### src/design/ris_pkg.sv
package ris_pkg;

  // Channel count; the input word carries one sample field per channel
  localparam int CHANNELS = 8;
  localparam int CH_W     = $clog2(CHANNELS);
  localparam int CNT_W    = $clog2(CHANNELS + 1);

  // Field widths
  localparam int SAMPLE_W = 16;
  localparam int KNOB_W   = 12;
  localparam int GAIN_W   = 17;
  localparam int FADE_W   = 17;
  localparam int BLINK_W  = 14;
  localparam int RAND_W   = 16;

  // Fixed-point constants
  localparam logic [GAIN_W-1:0]  GAIN_ONE   = GAIN_W'(65536);
  localparam logic [BLINK_W-1:0] BLINK_FULL = BLINK_W'(10000);
  localparam int                 FADE_SHIFT = 27;

  // Mix datapath widths
  localparam int TERM_W = SAMPLE_W + GAIN_W + 1;
  localparam int ACC_W  = SAMPLE_W + GAIN_W + CH_W;
  localparam int PROD_W = ACC_W + FADE_W;
  localparam int MIX_W  = PROD_W - FADE_SHIFT + 1;

  // Queue between front and back
  localparam int QDEPTH = 2;
  localparam int QPTR_W = (QDEPTH > 1) ? $clog2(QDEPTH) : 1;
  localparam int QCNT_W = $clog2(QDEPTH + 1);

  // Configuration port
  localparam int CFG_IDX_W  = 2;
  localparam int CFG_DATA_W = 17;
  localparam logic [CFG_IDX_W-1:0] CFG_FADE_KNOB = 2'd0;
  localparam logic [CFG_IDX_W-1:0] CFG_DECAY     = 2'd1;
  localparam logic [CFG_IDX_W-1:0] CFG_GATE_LOW  = 2'd2;
  localparam logic [CFG_IDX_W-1:0] CFG_GATE_HIGH = 2'd3;

  typedef struct packed {
    logic [KNOB_W-1:0]   fade_knob;
    logic [GAIN_W-1:0]   decay_multiplier;
    logic [SAMPLE_W-1:0] gate_low_threshold;
    logic [SAMPLE_W-1:0] gate_high_threshold;
  } ris_cfg_t;

  // Classified word handed from the front to the mix engine
  typedef struct packed {
    logic [CHANNELS-1:0][SAMPLE_W-1:0] samples;
    logic [FADE_W-1:0]                 fade;
    logic [CH_W-1:0]                   active;
    logic [BLINK_W-1:0]                blink;
    logic                              fired;
    logic                              any_conn;
  } ris_item_t;

endpackage

### src/design/ris_if.sv
interface ris_in_if;
  logic              valid;
  logic              ready;
  logic signed [15:0] sample_0;
  logic signed [15:0] sample_1;
  logic signed [15:0] sample_2;
  logic signed [15:0] sample_3;
  logic signed [15:0] sample_4;
  logic signed [15:0] sample_5;
  logic signed [15:0] sample_6;
  logic signed [15:0] sample_7;
  logic [7:0]         connected_mask;
  logic signed [15:0] gate_level;
  logic signed [15:0] fade_control;
  logic [15:0]        random_word;

  modport source (
    output valid, sample_0, sample_1, sample_2, sample_3, sample_4, sample_5,
           sample_6, sample_7, connected_mask, gate_level, fade_control, random_word,
    input  ready
  );
  modport sink (
    input  valid, sample_0, sample_1, sample_2, sample_3, sample_4, sample_5,
           sample_6, sample_7, connected_mask, gate_level, fade_control, random_word,
    output ready
  );
endinterface

interface ris_out_if;
  logic               valid;
  logic               ready;
  logic signed [15:0] mixed_sample;
  logic [2:0]         selected_channel;
  logic [13:0]        blink_level;
  logic               trigger_fired;

  modport source (
    output valid, mixed_sample, selected_channel, blink_level, trigger_fired,
    input  ready
  );
  modport sink (
    input  valid, mixed_sample, selected_channel, blink_level, trigger_fired,
    output ready
  );
endinterface

### src/design/ris_front.sv
module ris_front (
  input  logic             clk_i,
  input  logic             rst_ni,
  ris_in_if.sink           in_ch,
  input  ris_pkg::ris_cfg_t cfg_i,
  output logic             push_valid_o,
  input  logic             push_ready_i,
  output ris_pkg::ris_item_t item_o
);

  logic                              gate_high_q, gate_high_d;
  logic [ris_pkg::CH_W-1:0]          active_q, active_d;
  logic [ris_pkg::BLINK_W-1:0]       blink_q, blink_d;
  logic                              accept;
  logic                              fired;
  logic [ris_pkg::CHANNELS-1:0]      mask;
  logic [ris_pkg::CNT_W-1:0]         count;
  logic [ris_pkg::CNT_W-1:0]         pre;
  logic [ris_pkg::RAND_W+ris_pkg::CNT_W-1:0] pick;
  logic [ris_pkg::CNT_W-1:0]         k;
  logic                              hit;
  logic signed [ris_pkg::FADE_W-1:0] fade;

  assign accept       = in_ch.valid && push_ready_i;
  assign in_ch.ready  = push_ready_i;
  assign push_valid_o = in_ch.valid;
  assign mask         = in_ch.connected_mask;

  // Schmitt trigger on the gate
  always_comb begin
    gate_high_d = gate_high_q;
    fired       = 1'b0;
    if (gate_high_q) begin
      if (in_ch.gate_level <= $signed(cfg_i.gate_low_threshold)) gate_high_d = 1'b0;
    end else if (in_ch.gate_level >= $signed(cfg_i.gate_high_threshold)) begin
      gate_high_d = 1'b1;
      fired       = 1'b1;
    end
  end

  // Count connected channels and pick the k-th one on a firing
  always_comb begin
    count = '0;
    for (int i = 0; i < ris_pkg::CHANNELS; i++) begin
      count = count + ris_pkg::CNT_W'(mask[i]);
    end
    pick = (ris_pkg::RAND_W + ris_pkg::CNT_W)'(in_ch.random_word)
         * (ris_pkg::RAND_W + ris_pkg::CNT_W)'(count);
    k    = pick[ris_pkg::RAND_W +: ris_pkg::CNT_W];
    pre      = '0;
    hit      = 1'b0;
    active_d = active_q;
    blink_d  = blink_q;
    if (count != '0) begin
      if (fired) begin
        for (int i = 0; i < ris_pkg::CHANNELS; i++) begin
          if (mask[i]) begin
            if (!hit && pre == k) begin
              active_d = ris_pkg::CH_W'(i);
              hit      = 1'b1;
            end
            pre = pre + 1'b1;
          end
        end
        blink_d = ris_pkg::BLINK_FULL;
      end else if (blink_q != '0) begin
        blink_d = blink_q - 1'b1;
      end
    end
  end

  // Fade amount: knob plus control voltage, Q11
  assign fade = $signed({{(ris_pkg::FADE_W-ris_pkg::KNOB_W){1'b0}}, cfg_i.fade_knob})
              + ris_pkg::FADE_W'(in_ch.fade_control);

  // Build the word for the mix engine
  always_comb begin
    item_o.samples[0] = in_ch.sample_0;
    item_o.samples[1] = in_ch.sample_1;
    item_o.samples[2] = in_ch.sample_2;
    item_o.samples[3] = in_ch.sample_3;
    item_o.samples[4] = in_ch.sample_4;
    item_o.samples[5] = in_ch.sample_5;
    item_o.samples[6] = in_ch.sample_6;
    item_o.samples[7] = in_ch.sample_7;
    item_o.fade       = fade;
    item_o.active     = active_d;
    item_o.blink      = blink_d;
    item_o.fired      = fired;
    item_o.any_conn   = (count != '0);
  end

  // Advance front state on each accepted word
  always_ff @(posedge clk_i or negedge rst_ni) begin
    if (!rst_ni) begin
      gate_high_q <= 1'b1;
      active_q    <= '0;
      blink_q     <= '0;
    end else if (accept) begin
      gate_high_q <= gate_high_d;
      active_q    <= active_d;
      blink_q     <= blink_d;
    end
  end

endmodule

### src/design/ris_queue.sv
module ris_queue (
  input  logic               clk_i,
  input  logic               rst_ni,
  input  logic               push_valid_i,
  output logic               push_ready_o,
  input  ris_pkg::ris_item_t push_item_i,
  output logic               pop_valid_o,
  input  logic               pop_ready_i,
  output ris_pkg::ris_item_t pop_item_o
);

  ris_pkg::ris_item_t           mem_q [ris_pkg::QDEPTH];
  logic [ris_pkg::QPTR_W-1:0]   wr_q, rd_q;
  logic [ris_pkg::QCNT_W-1:0]   cnt_q;
  logic                         push, pop;

  assign push_ready_o = (cnt_q != ris_pkg::QCNT_W'(ris_pkg::QDEPTH));
  assign pop_valid_o  = (cnt_q != '0);
  assign pop_item_o   = mem_q[rd_q];
  assign push         = push_valid_i && push_ready_o;
  assign pop          = pop_valid_o && pop_ready_i;

  // Hold words in arrival order
  always_ff @(posedge clk_i) begin
    if (push) mem_q[wr_q] <= push_item_i;
  end

  // Advance pointers and fill count
  always_ff @(posedge clk_i or negedge rst_ni) begin
    if (!rst_ni) begin
      wr_q  <= '0;
      rd_q  <= '0;
      cnt_q <= '0;
    end else begin
      if (push) begin
        wr_q <= (wr_q == ris_pkg::QPTR_W'(ris_pkg::QDEPTH - 1)) ? '0 : wr_q + 1'b1;
      end
      if (pop) begin
        rd_q <= (rd_q == ris_pkg::QPTR_W'(ris_pkg::QDEPTH - 1)) ? '0 : rd_q + 1'b1;
      end
      if (push && !pop)      cnt_q <= cnt_q + 1'b1;
      else if (pop && !push) cnt_q <= cnt_q - 1'b1;
    end
  end

endmodule

### src/design/ris_back.sv
module ris_back (
  input  logic               clk_i,
  input  logic               rst_ni,
  input  ris_pkg::ris_cfg_t  cfg_i,
  input  logic               pop_valid_i,
  output logic               pop_ready_o,
  input  ris_pkg::ris_item_t pop_item_i,
  ris_out_if.source          out_ch
);

  typedef enum logic [2:0] {
    S_IDLE, S_DECAY, S_TERM, S_ACC, S_FADE, S_MIX, S_OUT
  } state_e;

  localparam logic signed [ris_pkg::MIX_W-1:0] SAT_HI = ris_pkg::MIX_W'(32767);
  localparam logic signed [ris_pkg::MIX_W-1:0] SAT_LO = -ris_pkg::MIX_W'(32768);

  state_e                                state_q;
  ris_pkg::ris_item_t                    item_q;
  logic [ris_pkg::CH_W-1:0]              ch_q;
  logic [ris_pkg::GAIN_W-1:0]            gain_q [ris_pkg::CHANNELS];
  logic [2*ris_pkg::GAIN_W-1:0]          prod_q;
  logic signed [ris_pkg::TERM_W-1:0]     term_q;
  logic signed [ris_pkg::ACC_W-1:0]      acc_q;
  logic signed [ris_pkg::PROD_W-1:0]     scaled_q;
  logic signed [ris_pkg::SAMPLE_W-1:0]   held_q;

  logic                                  out_valid_q;
  logic signed [ris_pkg::SAMPLE_W-1:0]   out_mix_q;
  logic [ris_pkg::CH_W-1:0]              out_sel_q;
  logic [ris_pkg::BLINK_W-1:0]           out_blink_q;
  logic                                  out_fired_q;

  logic [ris_pkg::GAIN_W:0]              decayed;
  logic [ris_pkg::GAIN_W-1:0]            gcap;
  logic signed [ris_pkg::SAMPLE_W-1:0]   ch_sample;
  logic signed [ris_pkg::SAMPLE_W-1:0]   act_sample;
  logic signed [ris_pkg::MIX_W-1:0]      mix;
  logic signed [ris_pkg::SAMPLE_W-1:0]   mix_sat;
  logic                                  out_free;

  assign pop_ready_o = (state_q == S_IDLE);
  assign out_free    = !out_valid_q || out_ch.ready;

  // Decayed gain, capped at unity
  assign decayed   = prod_q[2*ris_pkg::GAIN_W-1:16];
  assign gcap      = (decayed > (ris_pkg::GAIN_W+1)'(ris_pkg::GAIN_ONE))
                   ? ris_pkg::GAIN_ONE : decayed[ris_pkg::GAIN_W-1:0];
  assign ch_sample  = $signed(item_q.samples[ch_q]);
  assign act_sample = $signed(item_q.samples[item_q.active]);

  // Active sample plus the scaled fade sum, then saturate
  always_comb begin
    mix = ris_pkg::MIX_W'(scaled_q >>> ris_pkg::FADE_SHIFT)
        + ris_pkg::MIX_W'(act_sample);
    if (mix > SAT_HI)      mix_sat = 16'sh7fff;
    else if (mix < SAT_LO) mix_sat = -16'sh8000;
    else                   mix_sat = mix[ris_pkg::SAMPLE_W-1:0];
  end

  // Walk the channels one at a time, reusing the same multipliers for each
  always_ff @(posedge clk_i or negedge rst_ni) begin
    if (!rst_ni) begin
      state_q     <= S_IDLE;
      ch_q        <= '0;
      held_q      <= '0;
      out_valid_q <= 1'b0;
      for (int i = 0; i < ris_pkg::CHANNELS; i++) gain_q[i] <= '0;
    end else begin
      if (out_ch.valid && out_ch.ready && state_q != S_OUT) out_valid_q <= 1'b0;
      case (state_q)
        S_IDLE: begin
          if (pop_valid_i) begin
            item_q  <= pop_item_i;
            ch_q    <= '0;
            acc_q   <= '0;
            state_q <= pop_item_i.any_conn ? S_DECAY : S_OUT;
          end
        end
        S_DECAY: begin
          prod_q  <= {{ris_pkg::GAIN_W{1'b0}}, gain_q[ch_q]}
                   * {{ris_pkg::GAIN_W{1'b0}}, cfg_i.decay_multiplier};
          state_q <= S_TERM;
        end
        S_TERM: begin
          if (ch_q == item_q.active) begin
            gain_q[ch_q] <= ris_pkg::GAIN_ONE;
            term_q       <= '0;
          end else begin
            gain_q[ch_q] <= gcap;
            term_q       <= ch_sample * $signed({1'b0, gcap});
          end
          state_q <= S_ACC;
        end
        S_ACC: begin
          acc_q <= acc_q + ris_pkg::ACC_W'(term_q);
          if (ch_q == ris_pkg::CH_W'(ris_pkg::CHANNELS - 1)) begin
            state_q <= S_FADE;
          end else begin
            ch_q    <= ch_q + 1'b1;
            state_q <= S_DECAY;
          end
        end
        S_FADE: begin
          scaled_q <= acc_q * $signed(item_q.fade);
          state_q  <= S_MIX;
        end
        S_MIX: begin
          held_q  <= mix_sat;
          state_q <= S_OUT;
        end
        S_OUT: begin
          if (out_free) begin
            out_valid_q <= 1'b1;
            out_mix_q   <= held_q;
            out_sel_q   <= item_q.active;
            out_blink_q <= item_q.blink;
            out_fired_q <= item_q.fired;
            state_q     <= S_IDLE;
          end
        end
        default: state_q <= S_IDLE;
      endcase
    end
  end

  assign out_ch.valid            = out_valid_q;
  assign out_ch.mixed_sample     = out_mix_q;
  assign out_ch.selected_channel = 3'(out_sel_q);
  assign out_ch.blink_level      = out_blink_q;
  assign out_ch.trigger_fired    = out_fired_q;

endmodule

### src/design/random_input_selector_with_fade_top.sv
// Random input selector with fade. Each input word carries eight channel
// samples, a connected mask, a gate, a fade control and a random word; each
// gives exactly one output word with the mix, the active channel, the blink
// level and a trigger flag. The front end runs the gate trigger and channel
// pick in the cycle a word arrives and can take a word every cycle until its
// two-deep queue is full. The mix engine walks the channels in turn with the
// same multipliers, decaying, weighting and accumulating each, then scales
// by the fade and saturates; a word with no channel connected skips the
// walk. The engine takes a new word only once the last is in its output
// register; a stalled output holds it. Write configuration only while idle.
module random_input_selector_with_fade_top (
  input  logic                             clk_i,
  input  logic                             rst_ni,
  ris_in_if.sink                           in_ch,
  ris_out_if.source                        out_ch,
  input  logic                             cfg_we_i,
  input  logic [ris_pkg::CFG_IDX_W-1:0]    cfg_idx_i,
  input  logic [ris_pkg::CFG_DATA_W-1:0]   cfg_data_i
);

  ris_pkg::ris_cfg_t  cfg_q;
  ris_pkg::ris_item_t push_item, pop_item;
  logic               push_valid, push_ready, pop_valid, pop_ready;

  // Configuration registers
  always_ff @(posedge clk_i or negedge rst_ni) begin
    if (!rst_ni) begin
      cfg_q.fade_knob           <= '0;
      cfg_q.decay_multiplier    <= ris_pkg::GAIN_W'(65535);
      cfg_q.gate_low_threshold  <= 16'd205;
      cfg_q.gate_high_threshold <= 16'd4096;
    end else if (cfg_we_i) begin
      case (cfg_idx_i)
        ris_pkg::CFG_FADE_KNOB: cfg_q.fade_knob <= cfg_data_i[ris_pkg::KNOB_W-1:0];
        ris_pkg::CFG_DECAY:     cfg_q.decay_multiplier <= cfg_data_i[ris_pkg::GAIN_W-1:0];
        ris_pkg::CFG_GATE_LOW:  cfg_q.gate_low_threshold <= cfg_data_i[15:0];
        ris_pkg::CFG_GATE_HIGH: cfg_q.gate_high_threshold <= cfg_data_i[15:0];
        default: ;
      endcase
    end
  end

  ris_front u_front (
    .clk_i        (clk_i),
    .rst_ni       (rst_ni),
    .in_ch        (in_ch),
    .cfg_i        (cfg_q),
    .push_valid_o (push_valid),
    .push_ready_i (push_ready),
    .item_o       (push_item)
  );

  ris_queue u_queue (
    .clk_i        (clk_i),
    .rst_ni       (rst_ni),
    .push_valid_i (push_valid),
    .push_ready_o (push_ready),
    .push_item_i  (push_item),
    .pop_valid_o  (pop_valid),
    .pop_ready_i  (pop_ready),
    .pop_item_o   (pop_item)
  );

  ris_back u_back (
    .clk_i       (clk_i),
    .rst_ni      (rst_ni),
    .cfg_i       (cfg_q),
    .pop_valid_i (pop_valid),
    .pop_ready_o (pop_ready),
    .pop_item_i  (pop_item),
    .out_ch      (out_ch)
  );

endmodule
### src/flat_wrapper.sv
// flat-port wrapper written by rule: the top's interface ports become plain ports
module random_input_selector_with_fade_top_flat 
  (clk_i, rst_ni, cfg_we_i, cfg_idx_i, cfg_data_i, in_ch_valid, in_ch_sample_0, in_ch_sample_1, in_ch_sample_2, in_ch_sample_3, in_ch_sample_4, in_ch_sample_5, in_ch_sample_6, in_ch_sample_7, in_ch_connected_mask, in_ch_gate_level, in_ch_fade_control, in_ch_random_word, in_ch_ready, out_ch_valid, out_ch_mixed_sample, out_ch_selected_channel, out_ch_blink_level, out_ch_trigger_fired, out_ch_ready);
  ris_in_if in_ch_i ();
  ris_out_if out_ch_i ();
  input  logic clk_i;
  input  logic rst_ni;
  input  logic cfg_we_i;
  input  logic [ris_pkg::CFG_IDX_W-1:0] cfg_idx_i;
  input  logic [ris_pkg::CFG_DATA_W-1:0] cfg_data_i;
  input wire logic [$bits(in_ch_i.valid)-1:0] in_ch_valid;
  input wire logic [$bits(in_ch_i.sample_0)-1:0] in_ch_sample_0;
  input wire logic [$bits(in_ch_i.sample_1)-1:0] in_ch_sample_1;
  input wire logic [$bits(in_ch_i.sample_2)-1:0] in_ch_sample_2;
  input wire logic [$bits(in_ch_i.sample_3)-1:0] in_ch_sample_3;
  input wire logic [$bits(in_ch_i.sample_4)-1:0] in_ch_sample_4;
  input wire logic [$bits(in_ch_i.sample_5)-1:0] in_ch_sample_5;
  input wire logic [$bits(in_ch_i.sample_6)-1:0] in_ch_sample_6;
  input wire logic [$bits(in_ch_i.sample_7)-1:0] in_ch_sample_7;
  input wire logic [$bits(in_ch_i.connected_mask)-1:0] in_ch_connected_mask;
  input wire logic [$bits(in_ch_i.gate_level)-1:0] in_ch_gate_level;
  input wire logic [$bits(in_ch_i.fade_control)-1:0] in_ch_fade_control;
  input wire logic [$bits(in_ch_i.random_word)-1:0] in_ch_random_word;
  output wire logic [$bits(in_ch_i.ready)-1:0] in_ch_ready;
  output wire logic [$bits(out_ch_i.valid)-1:0] out_ch_valid;
  output wire logic [$bits(out_ch_i.mixed_sample)-1:0] out_ch_mixed_sample;
  output wire logic [$bits(out_ch_i.selected_channel)-1:0] out_ch_selected_channel;
  output wire logic [$bits(out_ch_i.blink_level)-1:0] out_ch_blink_level;
  output wire logic [$bits(out_ch_i.trigger_fired)-1:0] out_ch_trigger_fired;
  input wire logic [$bits(out_ch_i.ready)-1:0] out_ch_ready;
  assign in_ch_i.valid = in_ch_valid;
  assign in_ch_i.sample_0 = in_ch_sample_0;
  assign in_ch_i.sample_1 = in_ch_sample_1;
  assign in_ch_i.sample_2 = in_ch_sample_2;
  assign in_ch_i.sample_3 = in_ch_sample_3;
  assign in_ch_i.sample_4 = in_ch_sample_4;
  assign in_ch_i.sample_5 = in_ch_sample_5;
  assign in_ch_i.sample_6 = in_ch_sample_6;
  assign in_ch_i.sample_7 = in_ch_sample_7;
  assign in_ch_i.connected_mask = in_ch_connected_mask;
  assign in_ch_i.gate_level = in_ch_gate_level;
  assign in_ch_i.fade_control = in_ch_fade_control;
  assign in_ch_i.random_word = in_ch_random_word;
  assign in_ch_ready = in_ch_i.ready;
  assign out_ch_valid = out_ch_i.valid;
  assign out_ch_mixed_sample = out_ch_i.mixed_sample;
  assign out_ch_selected_channel = out_ch_i.selected_channel;
  assign out_ch_blink_level = out_ch_i.blink_level;
  assign out_ch_trigger_fired = out_ch_i.trigger_fired;
  assign out_ch_i.ready = out_ch_ready;
  random_input_selector_with_fade_top u_core (.clk_i(clk_i), .rst_ni(rst_ni), .in_ch(in_ch_i), .out_ch(out_ch_i), .cfg_we_i(cfg_we_i), .cfg_idx_i(cfg_idx_i), .cfg_data_i(cfg_data_i));
endmodule
### config.mk
export PLATFORM = sky130hd
export DESIGN_NAME = random_input_selector_with_fade_top_flat
export DESIGN_NICKNAME = d
export VERILOG_FILES = /design/src/design/ris_pkg.sv /design/src/design/ris_if.sv /design/src/design/ris_front.sv /design/src/design/ris_queue.sv /design/src/design/ris_back.sv /design/src/design/random_input_selector_with_fade_top.sv /design/src/flat_wrapper.sv
export SDC_FILE = /design/constraint.sdc
export NUM_CORES = 2
export LEC_CHECK = 0
export ABC_AREA = 1
export BUFFER_PORTS_ARGS = -buffer_cell sky130_fd_sc_hd__buf_2
export CORE_MARGIN = 2
export CORE_UTILIZATION = 55
export DETAILED_ROUTE_END_ITERATION = 8
export PLACE_DENSITY_LB_ADDON = 0.12
export SYNTH_ARGS = -nofsm -noshare
export SYNTH_HDL_FRONTEND = slang
export SYNTH_SLANG_ARGS = --single-unit
### constraint.sdc
create_clock -name clk_i -period 9.7 [get_ports clk_i]
set_input_delay 1.94 -clock clk_i [delete_from_list [all_inputs] [get_ports clk_i]]
set_output_delay 1.94 -clock clk_i [all_outputs]
set_load 0.01 [all_outputs]
**Word level (Yosys, flattened, before mapping)**

Memories as Yosys holds them, arrays and structs flattened.
Cells that the tools add are included.

- Memories: 1
- Register bits: 596
- Output and inout bits: 36
- Input port bits: 208
- Memory bits (writable): 328
- Logic and storage cells: 263

- Multiply operators: 4
- Reductions and logical operators: 45
- Add/subtract/negate cells: 22
- $lt $le $gt $ge: 9
- Eq/ne operators: 23
- Bitwise operators: 4
- Multiplexer cells: 113

Memory list:

| name | words | bits a word | rd ports | clocked after Yosys merged registers in | write ports | line | text |
|---|---|---|---|---|---|---|---|
| u_core.u_queue.mem_q | 2 | 164 | 1 | 0 | 1 | ris_queue.sv:12 | `ris_pkg::ris_item_t mem_q [ris_pkg::QDEPTH];` |

Operator list:

| kind | number |
|---|---|
| 136-bit bitwise mux | 1 |
| 136-bit 2-to-1 mux | 1 |
| 128-bit AND | 1 |
| 128-bit inverter | 1 |
| 16-bit binary-select mux with 3-bit select | 2 |
| 3-bit 2-to-1 mux | 30 |
| 4-bit 2-to-1 mux | 20 |
| 36-bit case mux with 2 select lines | 1 |
| 17-bit 2-to-1 mux | 4 |
| 16-bit 2-to-1 mux | 4 |
| 36-bit by 17-bit multiplier with 53-bit output | 1 |
| 17-bit binary-select mux with 3-bit select | 1 |
| 17-bit demux with 3-bit select | 1 |
| 14-bit 2-to-1 mux | 3 |
| 1-bit 2-to-1 mux | 40 |
| 36-bit by 34-bit adder with 36-bit output | 1 |
| 36-bit 2-to-1 mux | 1 |
| 16-bit by 18-bit multiplier with 34-bit output | 1 |
| 17-bit by 17-bit multiplier with 34-bit output | 1 |
| 4-bit == test | 7 |
| 26-bit by 16-bit adder with 27-bit output | 1 |
| 27-bit by 16-bit greater-than comparator with 1-bit output (second input constant) | 1 |
| 27-bit by 16-bit less-than comparator with 1-bit output (second input constant) | 1 |
| 4-bit by 1-bit adder with 4-bit output (second input constant) | 6 |
| other kinds (41) | 89 |

**Logic depth before layout (Yosys ltp)**

- Depth after elaboration: 55
- Mapped depth: 39

**Hierarchy**

Synthesis repeated with hierarchy kept, for this count alone.

- Cell total of the unflattened synthesis: 9586
- Area total of the unflattened synthesis: 83261.1 µm²

Modules (own cells, without submodules):

| module | seq. area each (µm²) | cells each | instances | area an instance (µm²) |
|---|---|---|---|---|
| ris_back | 13317.8 | 7392 | 1 | 62033.2 |
| ris_queue | 9949.5 | 885 | 1 | 12092.8 |
| ris_front | 451.7 | 1036 | 1 | 6548.8 |
| random_input_selector_with_fade_top | 1554.0 | 273 | 1 | 2586.2 |

**Least setup slack after synthesis**

No wires, ideal clock.

- Path kind: input to register
- Start: input in_ch_valid
- End: memory u_core.u_queue.mem_q[0][0] (netlist bit) (enable)
- Required time: 9.009 ns
- Data arrival time: 9.047 ns
- Setup time: 0.691 ns
- Setup slack: -0.037 ns
- Stages on the path: 3
- Cells stage by stage: nand2_1 clkbuf_1 nor2_1

- Cells in the longest elaborated chain, start to end: 3

Ends and longest elaborated chain:

| item | line | text |
|---|---|---|
| start: declaration | flat_wrapper.sv:11 | `input wire logic [$bits(in_ch_i.valid)-1:0] in_ch_valid;` |
| 1-bit logical AND | ris_queue.sv:20 | `assign push = push_valid_i && push_ready_o;` |
| 1-bit 2-to-1 mux | ris_queue.sv:25 | `if (push) mem_q[wr_q] <= push_item_i;` |
| 1-bit 2-to-1 mux (implied by the code) | ris_queue.sv:25 |  |
| end: declaration | ris_queue.sv:12 |  |

No other way between the ends.

**Final worst setup path**

- Start: register u_core.u_back.ch_q[2] (netlist bit)
- End: register u_core.u_back.term_q[27] (netlist bit) (data pin)

- Cells in the longest elaborated chain, start to end: 3
- Elaborated cells between the ends (all ways): 4
- Classes of those cells: 1 x mul; 1 x eq/ne; 2 x mux

Ends and longest elaborated chain:

| item | line | text |
|---|---|---|
| start: declaration | ris_back.sv:20 | `logic [ris_pkg::CH_W-1:0] ch_q;` |
| start signal: assignment | ris_back.sv:100 | `ch_q <= ch_q + 1'b1;` |
| 16-bit binary-select mux with 3-bit select | ris_back.sv:49 | `assign ch_sample = $signed(item_q.samples[ch_q]);` |
| 16-bit 2-to-1 mux (implied by the code) | ris_back.sv:49 |  |
| 16-bit by 18-bit multiplier with 34-bit output | ris_back.sv:91 | `term_q <= ch_sample * $signed({1'b0, gcap});` |
| end signal: assignment | ris_back.sv:91 |  |
| end: declaration | ris_back.sv:23 | `logic signed [ris_pkg::TERM_W-1:0] term_q;` |

Several ways; a longest one is shown, not always the timed one. The select of a mux whose other input is x is not followed.
A chain may end at the register's enable or synchronous reset.

==> impl_metrics.csv <==
group,metric,value,unit
grt,first_global_vias,61930,
yosys,synth_area,79880,sq um
route,drtAntennaViolNets,0,
sta,final.setup.tns,0,ns
clocking,cts_inserted_buffers,93,
critical_path,crit_path_frequent_cell,"inv_1",
sta,max_slew.worst_pin.slew,1.222,ns
clocking,clk_latency,0.71,ns
clocking,postCtsSetupBuffers,0,
route,routed-via-count,60490,
clocking,htreeDepth,3,
final_layout,fill_cells,12590,
sta,period_minus_slack,8.232,ns
floorplanning,initial_core_util,55.54,%
critical_path,cpPeakStageDelay,0.61,ns
final_layout,nNetsFinal,10710,
grt,track_usage,31.45,%
final_layout,drive_above_1_share,7.074,%
clocking,cts-root-buf,"clkbuf_16",
yosys,synthFlopType,"edfxtp_1",
floorplanning,die-height,385.1,um
min_path,hp-class,"reg2reg",
sta,skew,0.06032,ns
placed_design,gp_congestion,0.9701,
grt,grt_max_degree,164,
grt,grt_overflow,0,
clocking,holdBufCountCts,0,
critical_path,cp.required,10.12,ns
yosys,synthArstFlopShare,27.47,%
clocking,clk_pin_slew,0.06,ns
yosys,ys_seq_area_share,31.64,%
floorplanning,core_area,143800,sq um
yosys,postSynthCellCount,8888,
sta,maxSlewHeadroom,18.36,%
grt,grt_antenna_before_repair,29,
sta,rsz0062_at_grt,"no",
grt,use_met1,43.14,%
yosys,post-synth-top-area-fraction,26.16,%
yosys,synth_edf_count,639,
critical_path,crit_fanout,16,
placed_design,dp_hpwl,175400,um
critical_path,end_kind,"flop",
route,drcViolationCount,0,
sta,hold_violations,0,
grt,use_met3,5.001,%
critical_path,cp-start-kind,"flop",
route,firstDrtPassIters,6,
yosys,ys_types,62,
route,wl,227600,um
sta,min_period_over_period,84.86,%
yosys,synth_largest_area_cell,"fa_1",
grt,grtUsageMet2,50.84,%
sta,setup_violations,0,
final_layout,layout_common_cells,"2416 x nand2_1, 1725 x inv_1, 1044 x fa_1",
floorplanning,die-area,148300,sq um
run_status,run_status,"completed",
final_layout,area_growth,7.786,%
clocking,cts.path.max_buffers,3,
sta,drv_slew,0,
route,viasPerCell,5.520,
route,first_iter_violations,5136,
yosys,syn_area_per_cell,8.988,sq um
clocking,ctsResizeCount,0,
floorplanning,core.rowCount,139,
route,post_drt_wl_per_cell,20.77,um
critical_path,arrival,8.65,ns
yosys,synth_seq_cells,881,
critical_path,critPathKind,"reg2reg",
grt,grt_most_used_layer,"met2",
yosys,syn_nets,10630,
yosys,yosys_warnings,0,
critical_path,critPathSlowestCell,"nor3_4",
sta,fmax,121.5,MHz
yosys,synthTopCellsByArea,"fa_1 26%, edfxtp_1 24%, nand2_1 11%",
grt,grt_pass1_wl,357100,um
flow_run,maxCapViolations,0,
placed_design,port_buffers,243,
clocking,cts.sinks,881,
floorplanning,pin_count,244,
floorplanning,die_w,385.1,um
clocking,cts_tree,"done",
final_layout,final_common_cell,"nand2_1",
-- final timing paths --
path	end	depth (start not counted)	slack, ns	start
min in group asynchronous	u_core.u_back.gain_q[62]	1	1.27	rst_ni
hold / removal	u_core.u_back.out_ch.blink_level[2]	0	0.42	u_core.u_back.item_q[4]
max in group asynchronous	u_core.u_back.held_q[15]	3	6.55	rst_ni
setup / recovery	u_core.u_back.term_q[27]	31	1.47	u_core.u_back.ch_q[2]
setup reg to reg	u_core.u_back.term_q[27]	31	1.47	u_core.u_back.ch_q[2]
hold reg to reg	u_core.u_back.out_ch.blink_level[2]	0	0.42	u_core.u_back.item_q[4]
-- cells by family (layout without fill, tap and decap cells) --
kind of cell    after synthesis  in the layout  share of synthesized area, %
compound gates             1026           1026                         7.266
xor+xnor                    125            125                         1.380
fa+ha+maj                  1533           1533                         33.82
buf+inv                    2104           2263                         9.952
flops                       881            881                         31.64
mux                           5              5                       0.06266
other cells                   0              8                             0
simple gates               3214           3214                         15.88
-- Yosys cell counts (35+ instances only) --
| cell type | count |
|---|---|
| clkbuf_1 | 285 |
| nor3_1 | 35 |
| nor2_1 | 515 |
| fa_1 | 1044 |
| nand3_1 | 99 |
| ha_1 | 489 |
| dfrtp_1 | 219 |
| xnor2_1 | 47 |
| nand4_1 | 40 |
| nand2_1 | 2416 |
| inv_1 | 1726 |
| buf_1 | 36 |
| o22ai_1 | 58 |
| xor2_1 | 77 |
| a21oi_1 | 321 |
| o21ai_0 | 427 |
| or2_2 | 44 |
| edfxtp_1 | 639 |
-- registers in the layout, indices dropped and copies added, names as in the netlist, 14 cells and up --
name and count:
u_core.u_back.term_q 34, u_core.u_back.out_ch.mixed_sample 16, u_core.u_front.blink_q 14, u_core.u_back.gain_q 136
u_core.cfg_q 61, u_core.u_back.held_q 16, u_core.u_back.out_ch.blink_level 14, u_core.u_back.prod_q 18
u_core.u_back.item_q 163, u_core.u_back.acc_q 36, u_core.u_back.scaled_q 26, u_core.u_queue.mem_q 328
-- layer usage --
layer  wire length (um)  part of all wire [%]  vias to the layer above
met2             106700                    47                     2381
li1                   -                     -                    27650
met4               8922                   3.9                       30
met5                203                 0.089                        -
met3              17550                   7.7                      429
met1              94200                    41                    30000
-- cell type report --
cell class	count	area, sq um	area share, %
clock inverters	53	591.8	0.6874
clock buffers	119	2551	2.963
flip-flops and latches	881	25280	29.36
diodes	8	20.02	0.02325
well taps	1903	2381	2.765
repair buffers	336	1962	2.279
inverters	1755	6593	7.657
multi-input cells	5903	46730	54.27
-- stage by stage --
stage          instance area (sq um)  hold slack (ns)  instances  setup WS, ns  utilization [%]
2_1_floorplan                  79880           0.4003       8888        0.1357                -
3_3_place_gp                   82940           0.4053      10780         1.161            57.66
3_5_place_dp                   82940           0.4081      10780         1.127            57.66
4_1_cts                        86080           0.4213      10950         1.485            59.85
5_1_grt                        86090           0.4302      10950        0.9727            59.86
6_report                       86100           0.4203      10960         1.468            59.86
-- critical path: cells and delay by family, from the launching register on --
kind | cells | cell delay, ns
AOI/OAI and AO/OA | 9 | 1.59
DFF | 1 | 0.60
adders and majority gates | 7 | 2.79
buffers and inverters | 8 | 1.58
and+or+nand+nor | 7 | 1.42
Power is not shown: default switching activity piles up to over one toggle a cycle in this logic, so the estimate is an artifact.
